## src/design/cffa_pkg.sv

```systemverilog
package cffa_pkg;

  // fixed field widths of the request and response channels
  localparam int unsigned SIZE_W   = 12;
  localparam int unsigned ADDR_W   = 10;
  localparam int unsigned STATUS_W = 2;
  // a rounded-up word count plus the header word fits one bit above the byte count
  localparam int unsigned NEED_W   = SIZE_W + 1;

  localparam int unsigned ARENA_WORDS_DEF    = 1024;
  localparam int unsigned BYTES_PER_WORD_DEF = 4;

  typedef enum logic {
    OP_ALLOC = 1'b0,
    OP_FREE  = 1'b1
  } op_e;

  typedef enum logic [STATUS_W-1:0] {
    ST_ALLOC   = 2'd0,
    ST_NOSPACE = 2'd1,
    ST_FREED   = 2'd2,
    ST_IGNORED = 2'd3
  } status_e;

  typedef enum logic [2:0] {
    S_CLR,
    S_IDLE,
    S_WALK_P,
    S_WALK_Q,
    S_SPLIT,
    S_FREE
  } state_e;

  typedef struct packed {
    op_e               op;
    logic [SIZE_W-1:0] size_bytes;
    logic [ADDR_W-1:0] block_addr;
  } req_t;

  typedef struct packed {
    logic              ok;
    logic [ADDR_W-1:0] data_index;
    status_e           status;
  } rsp_t;

endpackage

```

## src/design/cffa_need.sv

```systemverilog
module cffa_need #(
  parameter int unsigned BYTES_PER_WORD = cffa_pkg::BYTES_PER_WORD_DEF
) (
  input  logic [cffa_pkg::SIZE_W-1:0] size_i,
  output logic [cffa_pkg::NEED_W-1:0] need_o
);

  localparam int unsigned NW          = cffa_pkg::NEED_W;
  // reciprocal of the word size, exact for every biased byte count below 2**NW
  localparam int unsigned RECIP_SHIFT = 24;
  localparam int unsigned RECIP       = (32'd1 << RECIP_SHIFT) / BYTES_PER_WORD + 1;
  localparam int unsigned MW          = RECIP_SHIFT + 1;
  localparam int unsigned PW          = NW + MW;

  logic [NW-1:0] biased;
  logic [PW-1:0] prod;

  assign biased = NW'(size_i) + NW'(BYTES_PER_WORD - 1);
  assign prod   = PW'(biased) * PW'(RECIP);
  // whole words plus the header word
  assign need_o = NW'(prod >> RECIP_SHIFT) + NW'(1);

endmodule

```

## src/design/cffa_walk.sv

```systemverilog
module cffa_walk #(
  parameter int unsigned ARENA_WORDS    = cffa_pkg::ARENA_WORDS_DEF,
  parameter int unsigned BYTES_PER_WORD = cffa_pkg::BYTES_PER_WORD_DEF,
  localparam int unsigned AW            = $clog2(ARENA_WORDS),
  localparam int unsigned WW            = AW + 1
) (
  input  logic           clk_i,
  input  logic           rst_ni,
  input  logic           req_valid_i,
  input  cffa_pkg::req_t req_i,
  input  logic           slot_free_i,
  output logic           req_ready_o,
  output logic           done_o,
  output cffa_pkg::rsp_t rsp_o,
  output logic           ram_we_o,
  output logic [AW-1:0]  ram_waddr_o,
  output logic [WW-1:0]  ram_wdata_o,
  output logic [AW-1:0]  ram_raddr_o,
  input  logic [WW-1:0]  ram_rdata_i
);

  localparam int unsigned NW   = cffa_pkg::NEED_W;
  localparam int unsigned SW   = AW + 1;
  localparam int unsigned CW   = ((AW > NW) ? AW : NW) + 1;
  localparam int unsigned BW   = ((AW > cffa_pkg::ADDR_W) ? AW : cffa_pkg::ADDR_W) + 1;
  localparam logic [AW-1:0] LAST = AW'(ARENA_WORDS - 1);

  function automatic logic [AW-1:0] next_of(input logic [WW-1:0] w);
    logic [AW-1:0] idx;
    idx = w[WW-1:1];
    return ({1'b0, idx} < SW'(ARENA_WORDS)) ? idx : LAST;
  endfunction

  cffa_pkg::state_e state_q, state_d;
  logic [AW-1:0] clr_q, clr_d;
  logic [AW-1:0] rover_q, rover_d;
  logic [AW-1:0] p_q, p_d;
  logic [AW-1:0] q_q, q_d;
  logic [WW-1:0] wp_q, wp_d;
  logic [SW-1:0] steps_q, steps_d;
  logic          wrapped_q, wrapped_d;
  logic [NW-1:0] need_q, need_d;
  logic [AW-1:0] faddr_q, faddr_d;
  logic [AW-1:0] split_q, split_d;
  logic          fwd_q, fwd_d;
  logic [WW-1:0] fwd_data_q;

  logic [NW-1:0] need_calc;
  logic [WW-1:0] rd;
  logic [AW-1:0] rd_next;
  logic          fit;
  logic [CW-1:0] gap;
  logic [CW-1:0] split_sum;
  logic [CW-1:0] idx_sum;
  logic [BW-1:0] ba_ext;
  logic [BW-1:0] ba_m1;
  logic          ba_ok;
  logic          do_adv;
  logic [AW-1:0] adv_new;

  cffa_need #(
    .BYTES_PER_WORD(BYTES_PER_WORD)
  ) u_need (
    .size_i(req_i.size_bytes),
    .need_o(need_calc)
  );

  // a read that hits the word written in the same cycle sees the new value
  assign rd        = fwd_q ? fwd_data_q : ram_rdata_i;
  assign rd_next   = next_of(rd);
  assign gap       = CW'(q_q) - CW'(p_q);
  assign fit       = (q_q > p_q) && (gap >= CW'(need_q));
  assign split_sum = CW'(p_q) + CW'(need_q);
  assign idx_sum   = CW'(p_q) + CW'(1);
  assign ba_ext    = BW'(req_i.block_addr);
  assign ba_m1     = ba_ext - BW'(1);
  assign ba_ok     = (ba_ext != '0) && (ba_ext < BW'(ARENA_WORDS - 1));

  always_comb begin
    state_d     = state_q;
    clr_d       = clr_q;
    rover_d     = rover_q;
    p_d         = p_q;
    q_d         = q_q;
    wp_d        = wp_q;
    steps_d     = steps_q;
    wrapped_d   = wrapped_q;
    need_d      = need_q;
    faddr_d     = faddr_q;
    split_d     = split_q;
    ram_we_o    = 1'b0;
    ram_waddr_o = '0;
    ram_wdata_o = '0;
    ram_raddr_o = '0;
    req_ready_o = 1'b0;
    done_o      = 1'b0;
    rsp_o       = '{ok: 1'b0, data_index: '0, status: cffa_pkg::ST_NOSPACE};
    do_adv      = 1'b0;
    adv_new     = q_q;

    case (state_q)
      cffa_pkg::S_CLR: begin
        ram_we_o    = 1'b1;
        ram_waddr_o = clr_q;
        if (clr_q == '0) begin
          ram_wdata_o = {LAST, 1'b0};
        end else if (clr_q == LAST) begin
          ram_wdata_o = WW'(1);
        end
        clr_d = clr_q + AW'(1);
        if (clr_q == LAST) begin
          state_d = cffa_pkg::S_IDLE;
        end
      end

      cffa_pkg::S_IDLE: begin
        req_ready_o = slot_free_i;
        if (req_valid_i && slot_free_i) begin
          if (req_i.op == cffa_pkg::OP_FREE) begin
            if (ba_ok) begin
              faddr_d     = ba_m1[AW-1:0];
              ram_raddr_o = ba_m1[AW-1:0];
              state_d     = cffa_pkg::S_FREE;
            end else begin
              done_o       = 1'b1;
              rsp_o.status = cffa_pkg::ST_IGNORED;
            end
          end else begin
            need_d      = need_calc;
            p_d         = rover_q;
            wrapped_d   = 1'b0;
            ram_raddr_o = rover_q;
            state_d     = cffa_pkg::S_WALK_P;
          end
        end
      end

      cffa_pkg::S_FREE: begin
        ram_we_o     = 1'b1;
        ram_waddr_o  = faddr_q;
        ram_wdata_o  = {rd[WW-1:1], 1'b0};
        done_o       = 1'b1;
        rsp_o.ok     = 1'b1;
        rsp_o.status = cffa_pkg::ST_FREED;
        state_d      = cffa_pkg::S_IDLE;
      end

      cffa_pkg::S_WALK_P: begin
        if (!rd[0]) begin
          // free header: start merging its free successors
          wp_d        = rd;
          q_d         = rd_next;
          steps_d     = '0;
          ram_raddr_o = rd_next;
          state_d     = cffa_pkg::S_WALK_Q;
        end else begin
          do_adv  = 1'b1;
          adv_new = rd_next;
        end
      end

      cffa_pkg::S_WALK_Q: begin
        if (!rd[0] && (steps_q < SW'(ARENA_WORDS))) begin
          // absorb the free neighbor into p
          ram_we_o    = 1'b1;
          ram_waddr_o = p_q;
          ram_wdata_o = rd;
          wp_d        = rd;
          q_d         = rd_next;
          steps_d     = steps_q + SW'(1);
          ram_raddr_o = rd_next;
        end else if (fit) begin
          ram_we_o         = 1'b1;
          ram_waddr_o      = p_q;
          ram_wdata_o      = {split_sum[AW-1:0], 1'b1};
          rover_d          = split_sum[AW-1:0];
          split_d          = split_sum[AW-1:0];
          if (CW'(q_q) > split_sum) begin
            state_d = cffa_pkg::S_SPLIT;
          end else begin
            done_o           = 1'b1;
            rsp_o.ok         = 1'b1;
            rsp_o.data_index = idx_sum[cffa_pkg::ADDR_W-1:0];
            rsp_o.status     = cffa_pkg::ST_ALLOC;
            state_d          = cffa_pkg::S_IDLE;
          end
        end else begin
          do_adv  = 1'b1;
          adv_new = q_q;
        end
      end

      cffa_pkg::S_SPLIT: begin
        // remainder header takes over the old link of p
        ram_we_o         = 1'b1;
        ram_waddr_o      = split_q;
        ram_wdata_o      = wp_q;
        done_o           = 1'b1;
        rsp_o.ok         = 1'b1;
        rsp_o.data_index = idx_sum[cffa_pkg::ADDR_W-1:0];
        rsp_o.status     = cffa_pkg::ST_ALLOC;
        state_d          = cffa_pkg::S_IDLE;
      end

      default: begin
        state_d = cffa_pkg::S_IDLE;
      end
    endcase

    // step to the next header; the second backward step ends the search
    if (do_adv) begin
      if ((adv_new > p_q) || !wrapped_q) begin
        wrapped_d   = wrapped_q || !(adv_new > p_q);
        p_d         = adv_new;
        ram_raddr_o = adv_new;
        state_d     = cffa_pkg::S_WALK_P;
      end else begin
        done_o       = 1'b1;
        rsp_o.status = cffa_pkg::ST_NOSPACE;
        state_d      = cffa_pkg::S_IDLE;
      end
    end

    fwd_d = ram_we_o && (ram_waddr_o == ram_raddr_o);
  end

  always_ff @(posedge clk_i or negedge rst_ni) begin
    if (!rst_ni) begin
      state_q   <= cffa_pkg::S_CLR;
      clr_q     <= '0;
      rover_q   <= '0;
      wrapped_q <= 1'b0;
      fwd_q     <= 1'b0;
    end else begin
      state_q   <= state_d;
      clr_q     <= clr_d;
      rover_q   <= rover_d;
      wrapped_q <= wrapped_d;
      fwd_q     <= fwd_d;
    end
  end

  always_ff @(posedge clk_i) begin
    p_q        <= p_d;
    q_q        <= q_d;
    wp_q       <= wp_d;
    steps_q    <= steps_d;
    need_q     <= need_d;
    faddr_q    <= faddr_d;
    split_q    <= split_d;
    fwd_data_q <= ram_wdata_o;
  end

endmodule

```

## config.mk

```make
export PLATFORM = sky130hd
export DESIGN_NAME = cffa_walk
export DESIGN_NICKNAME = d
export VERILOG_FILES = /design/src/design/cffa_pkg.sv /design/src/design/cffa_need.sv /design/src/design/cffa_walk.sv
export SDC_FILE = /design/constraint.sdc
export NUM_CORES = 1
export LEC_CHECK = 0
export ABC_CLOCK_PERIOD_IN_PS = 7100
export BUFFER_PORTS_ARGS = -buffer_cell sky130_fd_sc_hd__buf_2
export CORE_ASPECT_RATIO = 0.6
export CORE_MARGIN = 8
export CORE_UTILIZATION = 45
export DETAILED_ROUTE_END_ITERATION = 10
export GPL_ROUTABILITY_DRIVEN = 0
export GPL_TIMING_DRIVEN = 0
export SLEW_MARGIN = 10
export SYNTH_ARGS = -nofsm -noshare
export SYNTH_HDL_FRONTEND = slang
export SYNTH_SLANG_ARGS = --single-unit
```

## constraint.sdc

```tcl
create_clock -name clk_i -period 7.1 [get_ports clk_i]
set_input_delay 0.71 -clock clk_i [delete_from_list [all_inputs] [get_ports clk_i]]
set_output_delay 0.71 -clock clk_i [all_outputs]
set_load 0.01 [all_outputs]
```

==> Word-level counts from Yosys, hierarchy flattened <==
Index checks and enable logic that the tools add are counted.
{ "word_totals": {"ff_bits": 111, "inputBits": 38, "output_inout_bits": 47, "wordCells": 143} }
{ "classes": {"add_sub_neg": 8, "mul": 1, "n_lt_le_gt_ge": 6, "eq_ne": 15, "muxes": 77, "bitwise_logic": 2, "reduce_logical": 21} }
{ "op_table": {"columns": ["op", "n"], "rows": [
  ["$mux 10", 18],
  ["$mux 11", 8],
  ["$pmux 11 s2", 2],
  ["$pmux 11 s4", 1],
  ["$pmux 10 s2", 2],
  ["$pmux 10 s4", 1],
  ["$mux 13", 3],
  ["$mul 13x23->36 const B", 1],
  ["$pmux 10 s3", 1],
  ["$mux 3", 9],
  ["$add 10x1->10 const B", 2],
  ["$gt 10x10->1", 2],
  ["$mux 1", 20],
  ["$ne 3x3->1 const B", 5],
  ["$add 10x13->14", 1],
  ["$ge 14x13->1", 1],
  ["$gt 10x14->1", 1],
  ["$add 12x1->13 const B", 1],
  ["$add 12x2->13 const B", 1],
  ["$mux 2", 6],
  ["$pmux 3 s4", 1],
  ["$add 11x1->11 const B", 1],
  ["$lt 11x11->1 const B", 1],
  ["$reduce_bool 11->1", 1],
  ["other kinds (25)", 40]
]} }

==> Logic depth before layout (Yosys ltp) <==
{ "depth": {"depth_word": 10, "mapped_depth": 21, "depth_no_buf": 20} }

==> Modules after synthesis <==
From an unflattened synthesis, not the netlist that was laid out.
{ "hier_totals": {"cells_unflattened": 787, "hier_area_um2": 7302.0} }
{ "by_module_without_submodules": {"columns": ["mod", "n_inst", "cells_per_inst", "area_per_inst_um2", "seq_area_each_um2"], "rows": [
  ["cffa_walk", 1, 745, 7010.5, 2697.6],
  ["cffa_need", 1, 42, 291.5, 0.0]
]} }

==> Least setup slack after synthesis <==
No wires, ideal clock.
{ "synth_timing": {"path_type": "register to output", "from": "reg p_q[2]", "to": "out rsp_o[10] (netlist bit)", "arrival_time_ns": 3.814, "required_ns": 6.390, "path_slack_ns": 2.576, "stages_incl_launch_ff": 20, "path_buffers": 3, "path_cell_list": "dfxtp_1 -> clkbuf_1 -> inv_1 -> ha_1 -> a21oi_1 -> a21oi_1 -> nor3_1 -> o21bai_1 -> a21oi_1 -> xnor2_1 -> ha_1 -> nand2_1 -> a2111oi_1 -> nor4_1 -> or3_1 -> buf_2 -> clkinv_2 -> o21ai_2 -> buf_6 -> a21oi_1"} }
{ "synth_rtl": {"columns": ["item", "line_no", "rtl"], "rows": [
  ["start: declaration", "cffa_walk.sv:37", "logic [AW-1:0] p_q, p_d;"],
  ["start signal: assignment", "cffa_walk.sv:244", "p_q <= p_d;"],
  ["end: declaration", "cffa_walk.sv:14", "output cffa_pkg::rsp_t rsp_o,"]
]} }

==> Worst setup path in the final report <==
{ "layout_timing": {"from": "reg p_q[2]", "to": "out done_o"} }
{ "layout_between": {"elab_chain_cells": 8, "word_cells_on_any_way": 17, "classes_between": "add/sub: 2; order compare: 4; mux: 9; reduce/logical: 2"} }
{ "layout_rtl": {"columns": ["item", "line_no", "rtl"], "rows": [
  ["$add 10x13->14 / $sub 10x10->11 (equally long branches)", "cffa_walk.sv:73, cffa_walk.sv:71", null],
  ["$gt 10x14->1 / $ge 14x13->1 (equally long branches)", "cffa_walk.sv:178, cffa_walk.sv:72", null],
  ["$mux 1 / $logic_and 1x1->1 (equally long branches)", "cffa_walk.sv:178, cffa_walk.sv:72", null],
  ["$mux 1", "cffa_walk.sv:172", "end else if (fit) begin"],
  ["$mux 1", "cffa_walk.sv:163", "if (!rd[0] && (steps_q < SW'(ARENA_WORDS))) begin"],
  ["$pmux 1 s3", "cffa_walk.sv:101", "case (state_q)"],
  ["$mux 1", "cffa_walk.sv:212", "if ((adv_new > p_q) || !wrapped_q) begin"],
  ["$mux 1 *", "cffa_walk.sv:211", "if (do_adv) begin"],
  ["end: declaration", "cffa_walk.sv:13", "output logic done_o,"]
]} }
Mark *: on every way between the ends. The rest lies on a longest branch, timed or not.

==> impl_metrics.json <==
{
  "critPathRequiredTime_ns": 6.39,
  "avgSynthCellArea_um2": 9.157,
  "synth.top_cell.area_share_pct": 22.50,
  "worstMarginPinSlew_ns": 1.049,
  "clock_sinks": 100,
  "dpl.hpwl_mm": 19.76,
  "ys_ff_latch": 100,
  "syn-cell-area_mm2": 0.007207,
  "worstSetupStartpointType": "register",
  "cp_max_fo": 14,
  "start_util_pct": 46.49,
  "io_pins": 85,
  "vdd_drop_max_mv": 0.1537,
  "layout-drive-gt1-share_pct": 16.01,
  "drt_iter0_markers": 1017,
  "pre_cts_slack_ns": 1.182,
  "dieArea_mm2": 0.02045,
  "die_h_um": 114.0,
  "period_share_pct": 91.45,
  "core-area_mm2": 0.01550,
  "hp-class": "input port to async pin",
  "ys.flop_type": "edfxtp_1",
  "worstSkewPairLatency_ns": 0.36,
  "root_buffer": "clkbuf_16",
  "viasPerCell": 6.027,
  "drv_cap": 0,
  "ys_warn_count": 0,
  "dieWidth_um": 179.4,
  "power.leakage_nw": 3.615,
  "path_clk_slew_ns": 0.08,
  "io_buffer_count": 84,
  "tritoncts": "done",
  "num_rows": 35,
  "fill_cells": 1431,
  "synth_top_area_cell": "edfxtp_1",
  "synth_edf_count": 54,
  "drt_wl_total_mm": 24.61,
  "numCtsBuffers": 9,
  "syn_nets": 887,
  "antennaDiodeCount": 0,
  "most-common-layout-cells": "buf_2, inv_1, nand2_1, nor2_1",
  "final_nets": 982,
  "drt.antenna.violating_nets": 0,
  "postCtsSetupBuffers": 0,
  "drcViolationCount": 0,
  "h-tree-depth": 3,
  "via_count": 6569,
  "crit_type": "register to output pin",
  "setup_viol": 0,
  "dr.pass1.iters": 6,
  "grt_pass1_wl_mm": 36.70,
  "end_kind": "output pin",
  "max_freq_mhz": 154.0,
  "final_common_cell": "buf_2",
  "power_mw": 3.258,
  "cp_data_arrival_time_ns": 5.78,
  "timing.hold.ws_ns": 0.3709,
  "ctsHoldBuffers": 0,
  "synth_cells": 787,
  "grt.total_usage_pct": 23.96,
  "grt_max_degree": 32,
  "grt_overflow": 0,
  "slew_headroom_pct": 29.53,
  "wl_per_cell_um": 22.58,
  "ys_types": 74,
  "synthArstFlopShare_pct": 25.00,
  "rsz0062_at_grt": "false",
  "outcome": "completed",
  "period_needed_ns": 6.493,
  "finalHoldViolations": 0,
  "drv_slew": 0,
  "skew_ns": 0.005191,
  "cts_max_path_buffers": 2,
  "finish.utilization_pct": 52.72,
  "power_density_mw_per_mm2": 398.6,
  "syn2layout_area_growth_pct": 13.40,
  "antenna_found_initial": 0,
  "finalSetupTns_ns": 0,
  "setup_ws_ns": 0.6071,
  "grt_pass1_vias": 6262,
  "ys_seq_area_share_pct": 37.01,
  "synthTopCellsByArea": "edfxtp_1, ha_1, dfrtp_1, dfxtp_1, xnor2_1",
  "cts_resized": 0
}
## Yosys cell counts (8+ instances only)
cell type  count
dfxtp_1       21
dfrtp_1       25
nand2_1       72
a21oi_1       60
edfxtp_1      54
nand3_1       24
o21a_1        10
nor3_1        12
nand4_1       15
inv_1         76
xnor2_1       45
o21ai_0       30
clkbuf_1       9
ha_1          60
xor2_1        24
nor2_1        65
o221ai_1       9
mux2i_1       23
and2_1        12
nand2b_1       9
a31oi_1        9
buf_2          8
## sequential cells by signal (all words and copies together) (netlist names)
register / flops
need_q: 12
split_q: 10
clr_q: 10
state_q: 3
fwd_q: 1
wrapped_q: 1
faddr_q: 10
wp_q: 11
rover_q: 10
p_q: 10
fwd_data_q: 11
steps_q: 11
## kinds of logic after synthesis
family | after synthesis | share of synthesized area, %
other | 1 | 0.05203
DFF | 100 | 37.01
and+or+nand+nor | 244 | 16.67
xor gates and xnor gates | 69 | 8.385
adders and majority gates | 62 | 10.97
buffers and inverters | 99 | 5.573
muxes | 26 | 3.663
AOI/OAI and AO/OA | 186 | 17.67
## routing by layer
layer | up-vias | track usage, % | part of all wire (%) | wire [um]
li1 | 3006 | - | - | -
met1 | 3185 | 36.74 | 48 | 11840
met2 | 345 | 32.16 | 39 | 9652
met3 | 33 | 6.565 | 11 | 2797
met4 | 0 | 5.193 | 1.3 | 314
met5 | - | 0 | 0 | 0
## final timing paths
check                      slack, ns            end       from  cells past startpoint
min                             0.37     state_q[2]     rst_ni                      1
min in group clk_i              0.48      wrapped_q  wrapped_q                      1
max                             0.61         done_o     p_q[2]                     21
max reg2reg                     1.82  fwd_data_q[7]     p_q[2]                     18
max in group asynchronous       6.31     rover_q[9]     rst_ni                      1
min reg2reg                     0.48      wrapped_q  wrapped_q                      1
## layout make-up
class	count	area [um^2]	area share [%]
Timing Repair Buffer	84	420.4	5.144
Buffer	22	112.6	1.378
Sequential cell	100	2668	32.64
Clock inverter	7	56.30	0.6889
Inverter	77	290.3	3.552
Clock buffer	9	225.2	2.756
Multi-Input combinational cell	588	4146	50.73
Tap cell	203	254.0	3.108
## report_power, final
group          switching, mW  internal, mW
combinational           1.15         0.692
clock                  0.254         0.244
sequential             0.159         0.764
total                   1.56          1.70
## stage by stage
stage	instance area [um^2]	cells
after floorplan	7207	787
after global placement	7881	1074
after detailed placement	7883	1074
after CTS	8164	1090
after global routing	8173	1090
final	8173	1090
## worst max-delay path, stage by stage (launching register included)
cell,delay (ns)
dfxtp_1,0.35
clkbuf_1,0.49
inv_1,0.16
ha_1,0.39
a21oi_1,0.23
a21oi_1,0.13
nor3_1,0.31
o21bai_1,0.10
a21oi_1,0.19
xnor2_1,0.14
ha_1,0.26
a21oi_1,0.15
o21a_1,0.13
o21ai_0,0.10
nor4_1,0.65
or3_1,0.21
buf_2,0.27
clkinv_2,0.34
o21ai_2,0.26
buf_6,0.20
o2111ai_1,0.14
buf_2,0.19
Power figures use the tool's default switching activity.
